File: config.mk
export PLATFORM = sky130hd
export DESIGN_NAME = line_command_parser_core
export DESIGN_NICKNAME = d
export VERILOG_FILES = /design/src/rtl/lcp_pkg.sv /design/src/rtl/line_command_parser_core.sv
export VERILOG_INCLUDE_DIRS = /design/src /design/src/rtl
export SDC_FILE = /design/constraint.sdc
export NUM_CORES = 1
export LEC_CHECK = 0
export BUFFER_PORTS_ARGS = -buffer_cell sky130_fd_sc_hd__buf_4
export CAP_MARGIN = 10
export CORE_UTILIZATION = 35
export CTS_CLUSTER_DIAMETER = 60
export DETAILED_ROUTE_END_ITERATION = 12
export GPL_TIMING_DRIVEN = 0
export PLACE_DENSITY_LB_ADDON = 0.12
export SETUP_SLACK_MARGIN = 0.2
export SYNTH_ARGS = -nofsm -noshare
export SYNTH_HDL_FRONTEND = slang
export SYNTH_SLANG_ARGS = --single-unit
export TNS_END_PERCENT = 1
File: constraint.sdc
create_clock -name clk -period 5.85 [get_ports clk]
set_input_delay 0.2925 -clock clk [delete_from_list [all_inputs] [get_ports clk]]
set_output_delay 0.2925 -clock clk [all_outputs]
set_load 0.01 [all_outputs]
File: src/rtl/assert_macros.svh
// Assertion macros for the RTL files of the command parser.
`ifndef ASSERT_MACROS_SVH
`define ASSERT_MACROS_SVH

// Antecedent implies consequent in the same cycle; quiet while in reset.
`define ASSERT_IMPL(lbl, ante, cons) \
    lbl: assert property (@(posedge clk) disable iff (!rst_n) (ante) |-> (cons)) \
        else $error("assertion failed");

// Antecedent implies consequent in the next cycle; quiet while in reset.
`define ASSERT_NEXT(lbl, ante, cons) \
    lbl: assert property (@(posedge clk) disable iff (!rst_n) (ante) |=> (cons)) \
        else $error("assertion failed");

`endif

File: src/rtl/lcp_pkg.sv
// Types, constants and matching functions for the line command parser.
`timescale 1ns / 1ps
`default_nettype none

package lcp_pkg;

    // Line buffer capacity; one slot is kept back, so a line stores at most CAP-1 bytes
    localparam int LINE_CAPACITY = 128;
    localparam int CHARS_W       = $clog2(LINE_CAPACITY);
    localparam logic [CHARS_W-1:0] CHARS_MAX = CHARS_W'(LINE_CAPACITY - 1);

    // Keyword candidate bit positions
    localparam int KW_N     = 4;
    localparam int KW_ON    = 0;
    localparam int KW_OFF   = 1;
    localparam int KW_SET   = 2;
    localparam int KW_STATS = 3;

    // Characters of interest
    localparam logic [7:0] CH_NUL   = 8'h00;
    localparam logic [7:0] CH_TAB   = 8'h09;
    localparam logic [7:0] CH_LF    = 8'h0A;
    localparam logic [7:0] CH_VT    = 8'h0B;
    localparam logic [7:0] CH_FF    = 8'h0C;
    localparam logic [7:0] CH_CR    = 8'h0D;
    localparam logic [7:0] CH_SPACE = 8'h20;
    localparam logic [7:0] CH_PLUS  = 8'h2B;
    localparam logic [7:0] CH_MINUS = 8'h2D;
    localparam logic [7:0] CH_ZERO  = 8'h30;
    localparam logic [7:0] CH_NINE  = 8'h39;

    localparam logic [6:0] LEVEL_MAX = 7'd100;

    typedef enum logic [2:0] {
        KIND_ECHO    = 3'd0,
        KIND_SET     = 3'd1,
        KIND_STATS   = 3'd2,
        KIND_RANGE   = 3'd3,
        KIND_UNKNOWN = 3'd4
    } result_kind_t;

    typedef enum logic [1:0] {
        NUM_SKIP   = 2'd0,
        NUM_DIGITS = 2'd1,
        NUM_STOP   = 2'd2
    } number_phase_t;

    // Keywords still possible once the text ends at length len
    function automatic logic [KW_N-1:0] len_keep(input logic [CHARS_W-1:0] len);
        logic [KW_N-1:0] keep;
        keep[KW_ON]    = (len >= CHARS_W'(2));
        keep[KW_OFF]   = (len >= CHARS_W'(3));
        keep[KW_SET]   = (len >= CHARS_W'(4));
        keep[KW_STATS] = (len >= CHARS_W'(5));
        return keep;
    endfunction

    // Keywords that agree with byte c at position pos
    function automatic logic [KW_N-1:0] text_keep(input logic [CHARS_W-1:0] pos,
                                                  input logic [7:0] c);
        logic [KW_N-1:0] keep;
        keep[KW_ON]    = (pos == CHARS_W'(0) && c == "O") ||
                         (pos == CHARS_W'(1) && c == "N");
        keep[KW_OFF]   = (pos == CHARS_W'(0) && c == "O") ||
                         (pos == CHARS_W'(1) && c == "F") ||
                         (pos == CHARS_W'(2) && c == "F");
        keep[KW_SET]   = (pos >= CHARS_W'(4)) ||
                         (pos == CHARS_W'(0) && c == "S") ||
                         (pos == CHARS_W'(1) && c == "E") ||
                         (pos == CHARS_W'(2) && c == "T") ||
                         (pos == CHARS_W'(3) && c == ":");
        keep[KW_STATS] = (pos == CHARS_W'(0) && c == "S") ||
                         (pos == CHARS_W'(1) && c == "T") ||
                         (pos == CHARS_W'(2) && c == "A") ||
                         (pos == CHARS_W'(3) && c == "T") ||
                         (pos == CHARS_W'(4) && c == "S");
        return keep;
    endfunction

endpackage

`default_nettype wire

File: src/rtl/line_command_parser_core.sv
// Line command parser: byte-at-a-time keyword match, value parse and counters.
// An accepted byte waits in the input register until the result register is
// free. Throughput: one byte per cycle unless result_stall holds the result
// register; the per-byte match and multiply-add sit between the two registers.
// Bytes that give no result (empty lines, overflow bytes) are still consumed.
// Reset (rst_n low, asynchronous) empties both registers, clears the line state
// and zeroes both counters; the block is ready once reset is released.
`timescale 1ns / 1ps
`default_nettype none
`include "assert_macros.svh"

module line_command_parser_core (
    input  wire logic         clk,
    input  wire logic         rst_n,
    // input channel
    input  wire logic         byte_valid,
    output logic              byte_stall,
    input  wire logic [7:0]   rx_byte,
    // result channel
    output logic              result_valid,
    input  wire logic         result_stall,
    output logic [2:0]        result_kind,
    output logic [7:0]        echo_byte,
    output logic [6:0]        target_level,
    output logic [31:0]       commands_total,
    output logic [31:0]       errors_total
);

    // Input stage
    logic        s1_valid_reg;
    logic [7:0]  s1_byte_reg;

    // Line state
    logic [lcp_pkg::CHARS_W-1:0] chars_reg,  chars_next;
    logic                        nul_seen_reg, nul_seen_next;
    logic                        line_empty_reg, line_empty_next;
    logic [lcp_pkg::KW_N-1:0]    cand_reg,   cand_next;
    lcp_pkg::number_phase_t      phase_reg,  phase_next;
    logic [6:0]                  value_reg,  value_next;
    logic                        over_reg,   over_next;
    logic                        neg_reg,    neg_next;
    logic [31:0]                 cmd_count_reg, cmd_count_next;
    logic [31:0]                 err_count_reg, err_count_next;

    // Result register
    logic                   out_valid_reg, out_valid_next;
    lcp_pkg::result_kind_t  kind_reg,   kind_next;
    logic [7:0]             echo_reg,   echo_next;
    logic [6:0]             target_reg, target_next;
    logic [31:0]            cmd_out_reg, err_out_reg;

    // Handshake
    logic out_free;
    logic advance;
    logic accept;
    logic res_load;

    // Per-byte decode
    logic        is_eol;
    logic        is_digit;
    logic        is_blank;
    logic        is_sign;
    logic [9:0]  num_sum;
    logic [lcp_pkg::KW_N-1:0] cand_end;

    assign out_free   = !out_valid_reg || !result_stall;
    assign advance    = s1_valid_reg && out_free;
    assign byte_stall = s1_valid_reg && !out_free;
    assign accept     = byte_valid && !byte_stall;

    assign is_eol   = (s1_byte_reg == lcp_pkg::CH_LF) || (s1_byte_reg == lcp_pkg::CH_CR);
    assign is_digit = (s1_byte_reg >= lcp_pkg::CH_ZERO) && (s1_byte_reg <= lcp_pkg::CH_NINE);
    assign is_blank = (s1_byte_reg == lcp_pkg::CH_SPACE) || (s1_byte_reg == lcp_pkg::CH_TAB) ||
                      (s1_byte_reg == lcp_pkg::CH_VT)    || (s1_byte_reg == lcp_pkg::CH_FF);
    assign is_sign  = (s1_byte_reg == lcp_pkg::CH_PLUS) || (s1_byte_reg == lcp_pkg::CH_MINUS);
    // digits 0x30..0x39 carry their value in the low nibble
    assign num_sum  = {3'b000, value_reg} * 10'd10 + {6'b000000, s1_byte_reg[3:0]};
    assign cand_end = nul_seen_reg ? cand_reg : (cand_reg & lcp_pkg::len_keep(chars_reg));

    // Next line state and result for the byte in the input stage
    always_comb
    begin
        chars_next      = chars_reg;
        nul_seen_next   = nul_seen_reg;
        line_empty_next = line_empty_reg;
        cand_next       = cand_reg;
        phase_next      = phase_reg;
        value_next      = value_reg;
        over_next       = over_reg;
        neg_next        = neg_reg;
        cmd_count_next  = cmd_count_reg;
        err_count_next  = err_count_reg;
        res_load        = 1'b0;
        kind_next       = lcp_pkg::KIND_ECHO;
        echo_next       = 8'h00;
        target_next     = 7'd0;

        if (advance)
        begin
            if (is_eol)
            begin
                if (chars_reg != '0)
                begin
                    // line ends: start afresh
                    chars_next      = '0;
                    nul_seen_next   = 1'b0;
                    line_empty_next = 1'b0;
                    cand_next       = '1;
                    phase_next      = lcp_pkg::NUM_SKIP;
                    value_next      = 7'd0;
                    over_next       = 1'b0;
                    neg_next        = 1'b0;
                    if (!line_empty_reg)
                    begin
                        res_load       = 1'b1;
                        cmd_count_next = cmd_count_reg + 32'd1;
                        priority if (cand_end[lcp_pkg::KW_ON])
                        begin
                            kind_next   = lcp_pkg::KIND_SET;
                            target_next = lcp_pkg::LEVEL_MAX;
                        end
                        else if (cand_end[lcp_pkg::KW_OFF])
                        begin
                            kind_next   = lcp_pkg::KIND_SET;
                        end
                        else if (cand_end[lcp_pkg::KW_SET])
                        begin
                            if (over_reg || (neg_reg && value_reg != 7'd0))
                            begin
                                kind_next      = lcp_pkg::KIND_RANGE;
                                err_count_next = err_count_reg + 32'd1;
                            end
                            else
                            begin
                                kind_next   = lcp_pkg::KIND_SET;
                                target_next = value_reg;
                            end
                        end
                        else if (cand_end[lcp_pkg::KW_STATS])
                        begin
                            kind_next = lcp_pkg::KIND_STATS;
                        end
                        else
                        begin
                            kind_next      = lcp_pkg::KIND_UNKNOWN;
                            err_count_next = err_count_reg + 32'd1;
                        end
                    end
                end
            end
            else if (chars_reg < lcp_pkg::CHARS_MAX)
            begin
                // stored and echoed; only text before a NUL is matched
                if (!nul_seen_reg)
                begin
                    if (s1_byte_reg == lcp_pkg::CH_NUL)
                    begin
                        nul_seen_next   = 1'b1;
                        line_empty_next = (chars_reg == '0);
                        cand_next       = cand_reg & lcp_pkg::len_keep(chars_reg);
                    end
                    else
                    begin
                        cand_next = cand_reg & lcp_pkg::text_keep(chars_reg, s1_byte_reg);
                        // value text after the SET: prefix
                        if (chars_reg >= lcp_pkg::CHARS_W'(4))
                        begin
                            if (phase_reg == lcp_pkg::NUM_SKIP && is_sign)
                            begin
                                neg_next   = (s1_byte_reg == lcp_pkg::CH_MINUS);
                                phase_next = lcp_pkg::NUM_DIGITS;
                            end
                            else if (phase_reg == lcp_pkg::NUM_SKIP && is_blank)
                            begin
                                phase_next = phase_reg;
                            end
                            else if (phase_reg != lcp_pkg::NUM_STOP)
                            begin
                                phase_next = is_digit ? lcp_pkg::NUM_DIGITS : lcp_pkg::NUM_STOP;
                                if (is_digit && !over_reg)
                                begin
                                    if (num_sum > 10'(lcp_pkg::LEVEL_MAX))
                                        over_next = 1'b1;
                                    else
                                        value_next = num_sum[6:0];
                                end
                            end
                        end
                    end
                end
                chars_next = chars_reg + lcp_pkg::CHARS_W'(1);
                res_load   = 1'b1;
                echo_next  = s1_byte_reg;
            end
        end

        out_valid_next = res_load || (out_valid_reg && result_stall);
    end

    // Control and line state registers
    always_ff @(posedge clk or negedge rst_n)
    begin
        if (!rst_n)
        begin
            s1_valid_reg   <= 1'b0;
            out_valid_reg  <= 1'b0;
            chars_reg      <= '0;
            nul_seen_reg   <= 1'b0;
            line_empty_reg <= 1'b0;
            cand_reg       <= '1;
            phase_reg      <= lcp_pkg::NUM_SKIP;
            value_reg      <= 7'd0;
            over_reg       <= 1'b0;
            neg_reg        <= 1'b0;
            cmd_count_reg  <= 32'd0;
            err_count_reg  <= 32'd0;
        end
        else
        begin
            s1_valid_reg   <= accept || (s1_valid_reg && !advance);
            out_valid_reg  <= out_valid_next;
            chars_reg      <= chars_next;
            nul_seen_reg   <= nul_seen_next;
            line_empty_reg <= line_empty_next;
            cand_reg       <= cand_next;
            phase_reg      <= phase_next;
            value_reg      <= value_next;
            over_reg       <= over_next;
            neg_reg        <= neg_next;
            cmd_count_reg  <= cmd_count_next;
            err_count_reg  <= err_count_next;
        end
    end

    // Payload registers: input byte and result beat
    always_ff @(posedge clk)
    begin
        if (accept)
            s1_byte_reg <= rx_byte;
        if (res_load)
        begin
            kind_reg    <= kind_next;
            echo_reg    <= echo_next;
            target_reg  <= target_next;
            cmd_out_reg <= cmd_count_next;
            err_out_reg <= err_count_next;
        end
    end

    assign result_valid   = out_valid_reg;
    assign result_kind    = kind_reg;
    assign echo_byte      = echo_reg;
    assign target_level   = target_reg;
    assign commands_total = cmd_out_reg;
    assign errors_total   = err_out_reg;

    // Checks
    `ASSERT_IMPL(a_chars_cap, 1'b1, chars_reg <= lcp_pkg::CHARS_MAX)
    `ASSERT_IMPL(a_empty_has_nul, line_empty_reg, nul_seen_reg && chars_reg != '0)
    `ASSERT_IMPL(a_err_with_beat, err_count_reg != $past(err_count_reg), result_valid && (result_kind == lcp_pkg::KIND_RANGE || result_kind == lcp_pkg::KIND_UNKNOWN))
    `ASSERT_NEXT(a_cmd_step, !advance, cmd_count_reg == $past(cmd_count_reg))

endmodule

`default_nettype wire
# Yosys cells after proc, flatten, opt, wreduce, memory -nomap -nowiden
# Cells that the tools add are included.
[op_classes] add_sub_neg=4 mul=1 order_cmp=8 n_eq_ne=28 muxes=81 n_bitwise=7 reduce_logical=72
[ops] operator="$mux 32" n=13
[ops] operator="$mux 7" n=17
[ops] operator="$add 32x1->32 const B" n=2
[ops] operator="$eq 8x7->1 const B" n=7
[ops] operator="$eq 8x4->1 const B" n=5
[ops] operator="$eq 8x6->1 const B" n=4
[ops] operator="$mux 1" n=32
[ops] operator="$mux 4" n=6
[ops] operator="$logic_and 1x1->1" n=22
[ops] operator="$mux 2" n=11
[ops] operator="$reduce_and 11->1" n=2
[ops] operator="$logic_or 1x1->1" n=20
[ops] operator="$eq 7x2->1 const B" n=2
[ops] operator="$ge 7x2->1 const B" n=2
[ops] operator="$ge 7x3->1 const B" n=2
[ops] operator="$reduce_bool 2->1" n=7
[ops] operator="$reduce_bool 7->1" n=2
[ops] operator="$add 10x4->10" n=1
[ops] operator="$gt 10x7->1 const B" n=1
[ops] operator="$ne 2x2->1 const B" n=5
[ops] operator="$mul 7x3->9 const B" n=1
[ops] operator="$and 4x4->4" n=2
[ops] operator="$ge 8x6->1 const B" n=1
[ops] operator="$le 8x6->1 const B" n=1
[ops] operator="22 further kinds" n=33
[totals] ff_bits=180 input_bits=12

# Logic depth before layout (Yosys ltp)
# Gate-level depths: netlist of the first run.
[depth] ltp_word=13 depth_mapped=11 ltp_nobuf=9

# Worst setup path after synthesis of the first run
# Ideal clock, no wire load.
[synth_timing] kind="register to register" from="register chars_reg[1] (netlist bit)" to="register cmd_out_reg[0] (netlist: commands_total[0]) (enable)" setup_ns=0.443 arrival_ns=3.546 required_time_ns=5.407 setup_slack_ns=1.861 stages_incl_launch_ff=8 period_less_slack_ns=3.989 path_cell_list="dfrtp_1 -> clkbuf_1 -> inv_1 -> ha_1 -> nor3b_1 -> a211oi_1 -> nand2_1 -> nand2_1"
[synth_via] elab_chain_len=4
[synth_rtl] item="start, declared" line_no="line_command_parser_core.sv:34" rtl="logic [lcp_pkg::CHARS_W-1:0] chars_reg, chars_next;"
[synth_rtl] item="start signal, assigned" line_no="line_command_parser_core.sv:222" rtl="chars_reg <= chars_next;"
[synth_rtl] item="$lt 7x7->1 or $reduce_bool 7->1 (tied branches)" line_no="line_command_parser_core.sv:151, line_command_parser_core.sv:102"
[synth_rtl] item="$mux 1 (on tied branches)" line_no="line_command_parser_core.sv:151, line_command_parser_core.sv:102"
[synth_rtl] item="$mux 1 *" line_no="line_command_parser_core.sv:100" rtl="if (is_eol)"
[synth_rtl] item="$mux 1 *" line_no="line_command_parser_core.sv:98" rtl="if (advance)"
[synth_rtl] item="named net res_load" line_no="line_command_parser_core.sv:56" rtl="logic res_load;"
[synth_rtl] item="end signal, assigned" line_no="line_command_parser_core.sv:245" rtl="cmd_out_reg <= cmd_count_next;"
[synth_rtl] item="end, declared" line_no="line_command_parser_core.sv:50" rtl="logic [31:0] cmd_out_reg, err_out_reg;"
# Mark *: on every way through the listed nets, which the timed path passes. The rest lies on a longest branch.
# A chain may end at the register's enable or synchronous reset.

# Worst setup path in the final report of the first run
[layout_timing] from="register chars_reg[0] (netlist bit)" to="register err_out_reg[9] (netlist: errors_total[9]) (enable)"
[layout_via] elab_chain_len=4
[layout_rtl] item="$lt 7x7->1 or $reduce_bool 7->1 (tied branches)" line_no="line_command_parser_core.sv:151, line_command_parser_core.sv:102"
[layout_rtl] item="$mux 1 (on tied branches)" line_no="line_command_parser_core.sv:151, line_command_parser_core.sv:102"
[layout_rtl] item="$mux 1 *" line_no="line_command_parser_core.sv:100"
[layout_rtl] item="$mux 1 *" line_no="line_command_parser_core.sv:98"
[layout_rtl] item="named net res_load" line_no="line_command_parser_core.sv:56"
[layout_rtl] item="end signal, assigned" line_no="line_command_parser_core.sv:246" rtl="err_out_reg <= err_count_next;"
[layout_rtl] item="end, declared" line_no="line_command_parser_core.sv:50"
# Marked as above.

==> results of run 1 <==
-- power groups by stage --
stage | Clock, W | Sequential, W | Combinational [W]
CTS | 0.00115 | 0.00152 | 0.000710
global placement | 0 | 0.00155 | 0.000685
detailed placement | 0 | 0.00154 | 0.000707
floorplan | 0 | 0.00155 | 0.000457
finish | 0.00112 | 0.00152 | 0.000710
global route | 0.00119 | 0.00153 | 0.000789
-- metrics by stage --
step / total power (W) / instance area [sq um] / std cells / utilization [%] / hold WS (ns)
finish: 0.00334 / 10000 / 1116 / 43.6 / 0.0332
CTS: 0.00337 / 9970 / 1114 / 43.5 / 0.0162
global route: 0.00351 / 10000 / 1116 / 43.6 / 0.0137
floorplan: 0.00201 / 8260 / 673 / - / -0.00309
global placement: 0.00224 / 9360 / 1081 / 40.9 / 0.449
detailed placement: 0.00225 / 9390 / 1082 / 41.0 / 0.446
-- how the worst max path moves through the flow --
stage / start / endpoint / cells past startpoint / slack [ns]
2_1_floorplan: chars_reg[1] / commands_total[0] / 7 / 1.86
3_3_place_gp: s1_byte_reg[4] / errors_total[13] / 6 / 0.20
3_5_place_dp: chars_reg[0] / errors_total[13] / 8 / 1.98
4_1_cts: chars_reg[0] / errors_total[9] / 8 / 1.95
5_1_grt: chars_reg[1] / errors_total[9] / 8 / 1.63
6_report: chars_reg[0] / errors_total[9] / 8 / 1.99
-- final cells by class --
class / count / area share [%]
Buffer: 22 / 1.03
Clock buffer: 18 / 4.39
Clock inverter: 14 / 1.38
Inverter: 19 / 0.713
Multi-Input combinational cell: 452 / 31.3
Sequential cell: 180 / 49.6
Tap cell: 313 / 3.92
Timing Repair Buffer: 98 / 7.63
-- worst reg2reg max path: cells and delay by family (launching register included) --
kind | cells | cell delay, ns
adders and majority gates | 1 | 0.28
AOI/OAI and AO/OA | 1 | 0.74
buffers and inverters | 3 | 0.76
and+or+nand+nor | 3 | 1.33
DFF | 1 | 0.38
-- layer usage --
layer	GRT usage, %	share of wire [%]	vias to the layer above
li1	-	-	2710
met1	21.0	47	2781
met2	25.6	47	151
met3	3.25	4.0	29
met4	6.96	2.1	0
met5	0	0	-
-- logic make-up after synthesis --
kind of cell | Yosys count
DFF | 180
buffers and inverters | 41
muxes | 12
AOI/OAI and AO/OA | 75
and+or+nand+nor | 270
adders and majority gates | 21
xor gates and xnor gates | 74
-- synthesized netlist by cell type, types with 2 or more instances --
cell type  number  area (sq um)
xnor2_1        34           298
and2_1         11          68.8
mux2i_1         7          70.1
ha_1           19           238
a32oi_1         2          17.5
edfxtp_1       90          2700
dfstp_2         4           105
o21ai_0        11          55.1
or2_2           3          18.8
clkbuf_1       16          60.1
o211a_1         4          40.0
nor4_1         14          87.6
inv_1          19          71.3
o311ai_0        2          17.5
nor3_2          6          60.1
a211o_1         2          17.5
or4_1           6          45.0
and2_0          2          12.5
and3_1         14          87.6
nor3_1         26           130
nand2b_1        7          43.8
nor4_2          3          37.5
dfrtp_1        86          2150
a21o_1          6          45.0
nand4_1        19           119
and4_1          5          43.8
a221oi_1        2          17.5
nand2_1        56           210
o2111ai_1       2          17.5
mux2_2          5          56.3
a21oi_1        11          55.1
fa_1            2          40.0
nor2b_1         3          18.8
nor2_1         43           161
buf_1           2          7.51
o211ai_1        2          15.0
a22oi_1         4          30.0
a211oi_1        3          22.5
nor4b_1         2          17.5
buf_6           2          22.5
a31oi_1         3          18.8
nor3b_1         6          45.0
xor2_1         40           350
nand3_1        37           185
-- cell usage in the layout (no fill, tap or decap), types with 26 or more instances in the layout --
cell and count:
buf_4 96, dfrtp_1 86, edfxtp_1 90, nand2_1 55, nand3_1 37, nor2_1 43, nor3_1 26, xnor2_1 34
xor2_1 40
==> impl_metrics.yaml, run 1 <==
power_and_ir_drop:
  power_frac_comb_pct: 21.2
  power.share.clock_pct: 33.3
  intPower_w: 0.00231
  powerDensity_nw_per_um2: 335
  leakage_nw: 4.36
  pwr-share-seq_pct: 45.4
  switchingPower_w: 0.00104
  ir_drop_mv: 0.181
  swShare_pct: 31.1
final_layout:
  fillerInstances: 2156
  antenna_cells: 0
  multi_input_area_sq_um: 3130
  nNetsFinal: 823
  area_delta_synth_final_pct: 21.1
  regArea_sq_um: 4960
  drive_gt1_share_pct: 20.8
clocking:
  insertion_delay_ns: 0.43
  numCtsBuffers: 17
  cts_setup_buffers: 0
  cts_resized: 0
  htreeDepth: 4
  clock_sinks: 180
  cts_tree: "built"
  clockRootBuffer: "clkbuf_16"
  cts_hold_buffers: 0
  cts_buffer_depth: 2
  clkTransAtPathRegs_ns: 0.07
min_path:
  hold_depth: 1
  min_to: "s1_byte_reg[0]"
  worst_hold_startpoint: "rx_byte[0]"
  hp-class: "in -> reg"
setup_path:
  crit_slowest_cell: "a211oi_1"
  worst-path-max-fanout: 44
  crit_arrival_ns: 3.97
  r2r-start: "chars_reg[0]"
  crit_family: "simple AND/OR/NAND/NOR gates"
  crit_chain: "clkbuf_1, inv_1, ha_1, nor3b_1, a211oi_1, nand2_1, nand2_4, buf_12"
  required_ns: 5.96
  startpoint_type: "flop"
  worstSetupPathType: "reg -> reg"
  slowest_delay_ns: 0.74
  path_buf_inv: 3
  reg2reg_slack_ns: 1.99
  r2r-end: "errors_total[9]"
  rr_worst_depth: 8
  end_kind: "flop"
sta:
  finalSetupViolCount: 0
  fin_skew_ns: 0.0128
  fmax_mhz: 259
  finalHoldViolCount: 0
  rsz0062_at_grt: "false"
  layout_setup_ws_ns: 1.99
  tightest_slew_ns: 1.15
  slew_headroom_pct: 23.3
  fin_crit_sh_pct: 66.0
  drv_slew: 0
  fin_tns_setup_ns: 0
  min_period_ns: 3.86
routing:
  route.vias.total: 5671
  first_pass_iters: 5
  wl_per_cell_um: 16.6
  ant_nets: 0
  viasPerCell: 5.08
  drtIter0Drc: 307
  wl_um: 18500
  drc_errors: 0
placement:
  portBuffers: 95
  dp_slack_ns: 1.98
  gp_congestion: 0.846
  dp_hpwl_um: 13100
floorplanning:
  core-area_sq_um: 22900
  initial_core_util_pct: 36.0
  core.rowCount: 55
  die_y_um: 156
  die_w_um: 156
  pin_count: 96
  dieArea_sq_um: 24200
synth:
  syn_nets: 706
  synth-xor-area-share_pct: 7.85
  synth_top_family_by_area: "simple AND/OR/NAND/NOR gates"
  synthAdderAreaFrac_pct: 3.36
  syn_avg_cell_area_sq_um: 12.3
  synth_edf_count: 90
  postSynthCellCount: 673
  async_flop_share_pct: 50.0
  ys_ff_latch: 180
  synth_cell_types: 74
  synth_warnings: 0
  dominantRegCellSynth: "edfxtp_1"
  synth_compound_area_share_pct: 7.42
  synth-seq-area-share_pct: 60.1
  muxShareOfSynthArea_pct: 1.53
  synthSimpleGateAreaFrac_pct: 17.7
  synth_area_sq_um: 8260
global_route:
  grt_pass1_wl_um: 30100
  grt_max_degree: 91
  grt_pass1_vias: 5816
  antenna_found_initial: 0
  grtUsageTotal_pct: 16.0
  grt_overflow: 0
run_status:
  status: "completed"
job:
  cap_violations: 0
Power figures use the tool's default switching activity.
==> run 2, diff against run 1 <==
Clock period 5.85 ns to 4.05 ns, I/O delays scaled along.
==> impl_metrics.yaml, run 2 (synthesis gave the netlist of run 1 again) <==
power_and_ir_drop:
  swShare_pct: 29.0
  leakage_nw: 4.43
  power.share.clock_pct: 35.0
  power_frac_comb_pct: 20.8
  powerDensity_nw_per_um2: 489
  ir_drop_mv: 0.207
  switchingPower_w: 0.00144
  intPower_w: 0.00353
  pwr-share-seq_pct: 44.2
clocking:
  cts_buffer_depth: 2
  clock_sinks: 180
  cts_setup_buffers: 0
  clockRootBuffer: "clkbuf_16"
  insertion_delay_ns: 0.43
  numCtsBuffers: 17
  htreeDepth: 4
  cts_tree: "built"
  clkTransAtPathRegs_ns: 0.07
job:
  cap_violations: 0
setup_path:
  worst-path-max-fanout: 44
  startpoint_type: "flop"
  path_buf_inv: 3
  crit_family: "simple AND/OR/NAND/NOR gates"
  slowest_delay_ns: 0.64
  reg2reg_slack_ns: 0.53
  required_ns: 4.20
  crit_slowest_cell: "nor4_1"
  worstSetupPathType: "reg -> reg"
  rr_worst_depth: 7
  cp_num_cells: 7
  crit_arrival_ns: 3.67
  crit_chain: "clkbuf_1, nor4_1, o211ai_1, nand2_1, clkbuf_1, nand2_8, buf_12"
  crit_top_cell: "clkbuf_1"
  end_kind: "flop"
sta:
  slew_headroom_pct: 31.7
  hold_slack_ns: 0.0485
  finalSetupViolCount: 0
  finalHoldViolCount: 0
  fin_skew_ns: 0.0165
  fin_crit_sh_pct: 87.0
  rsz0062_at_grt: "false"
  fmax_mhz: 284
  tightest_slew_ns: 1.02
  drv_slew: 0
  min_period_ns: 3.52
global_route:
  grt_pass1_wl_um: 30400
  grt_pass1_vias: 5767
  antenna_found_initial: 0
  grt_overflow: 0
  grtUsageTotal_pct: 16.2
  grt_max_degree: 91
floorplanning:
  pin_count: 96
  initial_core_util_pct: 36.0
  die_y_um: 156
  die_w_um: 156
  dieArea_sq_um: 24200
  core-area_sq_um: 22900
  core.rowCount: 55
final_layout:
  antenna_cells: 0
  final_cells: 1125
  final_cell_mix: "buf_4 (96), edfxtp_1 (90), dfrtp_1 (86)"
  final_common_cell: "buf_4"
  area_delta_synth_final_pct: 23.0
  drive_gt1_share_pct: 20.4
  nNetsFinal: 832
  final_core_util_pct: 44.3
min_path:
  hp-class: "in -> reg"
  hold_depth: 3
routing:
  route.vias.total: 5720
  wl_per_cell_um: 16.6
  wl_um: 18700
  first_pass_iters: 4
  viasPerCell: 5.08
  drtIter0Drc: 345
  drc_errors: 0
  ant_nets: 0
placement:
  portBuffers: 95
  gp_congestion: 0.839
  dp_hpwl_um: 13200
  place_inst: 1082
run_status:
  status: "completed"
==> run 2: cell count changes in the layout (fill, tap and decap cells not counted), moves of 2 or more <==
cell | previous run | this run
dlygate4sd3_1 | 1 | 10
inv_8 | 5 | 1
bufinv_16 | 0 | 3
clkbuf_1 | 16 | 18
inv_6 | 4 | 2
==> run 2: per-layer routing <==
| metal | up-vias | track usage, % | share of wire (%) |
|---|---|---|---|
| li1 | 2726 | - | - |
| met1 | 2829 | 21.6 | 46 |
| met2 | 152 | 26.5 | 49 |
| met3 | 13 | 2.97 | 4.6 |
| met4 | 0 | 5.98 | 0.88 |
| met5 | - | 0 | 0 |
==> run 2: cell type report <==
class / count / area (sq um)
clock inverter: 12 / 171
clock buffer: 20 / 458
tap: 313 / 392
buffer: 22 / 103
fill: 2122 / 12800
sequential: 180 / 4960
inverter: 19 / 71.3
timing repair buffer: 107 / 861
multi-input combinational: 452 / 3150
==> run 2: timing repair <==
action | 4_1_cts | 5_1_grt
endpoints found under the hold margin | 9 | 43
hold buffers | 9 | 1
endpoints found under the setup margin | 0 | 71
resized for setup | 0 | 2
==> run 2: path summary, 6_finish.rpt <==
path | to | from
setup / recovery | errors_total[17] | s1_byte_reg[4]
hold / removal | result_valid | result_stall
setup reg to reg | errors_total[17] | s1_byte_reg[4]
hold reg to reg | err_count_reg[31] | err_count_reg[31]
max in group asynchronous | err_count_reg[8] | rst_n
min in group asynchronous | cmd_count_reg[18] | rst_n
==> run 2: power by group through the flow <==
stage,logic (W),registers [W],clock network (W)
global route,0.00116,0.00221,0.00186
finish,0.00103,0.00219,0.00174
detailed placement,0.00101,0.00223,0
global placement,0.000991,0.00223,0
floorplan,0.000661,0.00224,0
CTS,0.00103,0.00220,0.00179
==> run 2: worst min-delay path: cells and delay by family <==
family	cells	cell delay, ns
AND/OR/NAND/NOR	2	0.15
buffers and inverters	1	0.09
==> run 2: per-stage QoR <==
stage	TNS, ns	setup WS, ns	power, W	instance area [sq um]
after floorplan	0	0.824	0.00290	8260
after global placement	-37.26	-0.461	0.00322	9370
after detailed placement	0	0.251	0.00325	9390
after CTS	0	0.203	0.00501	10100
after global routing	0	0.216	0.00524	10200
final	0	0.529	0.00496	10200
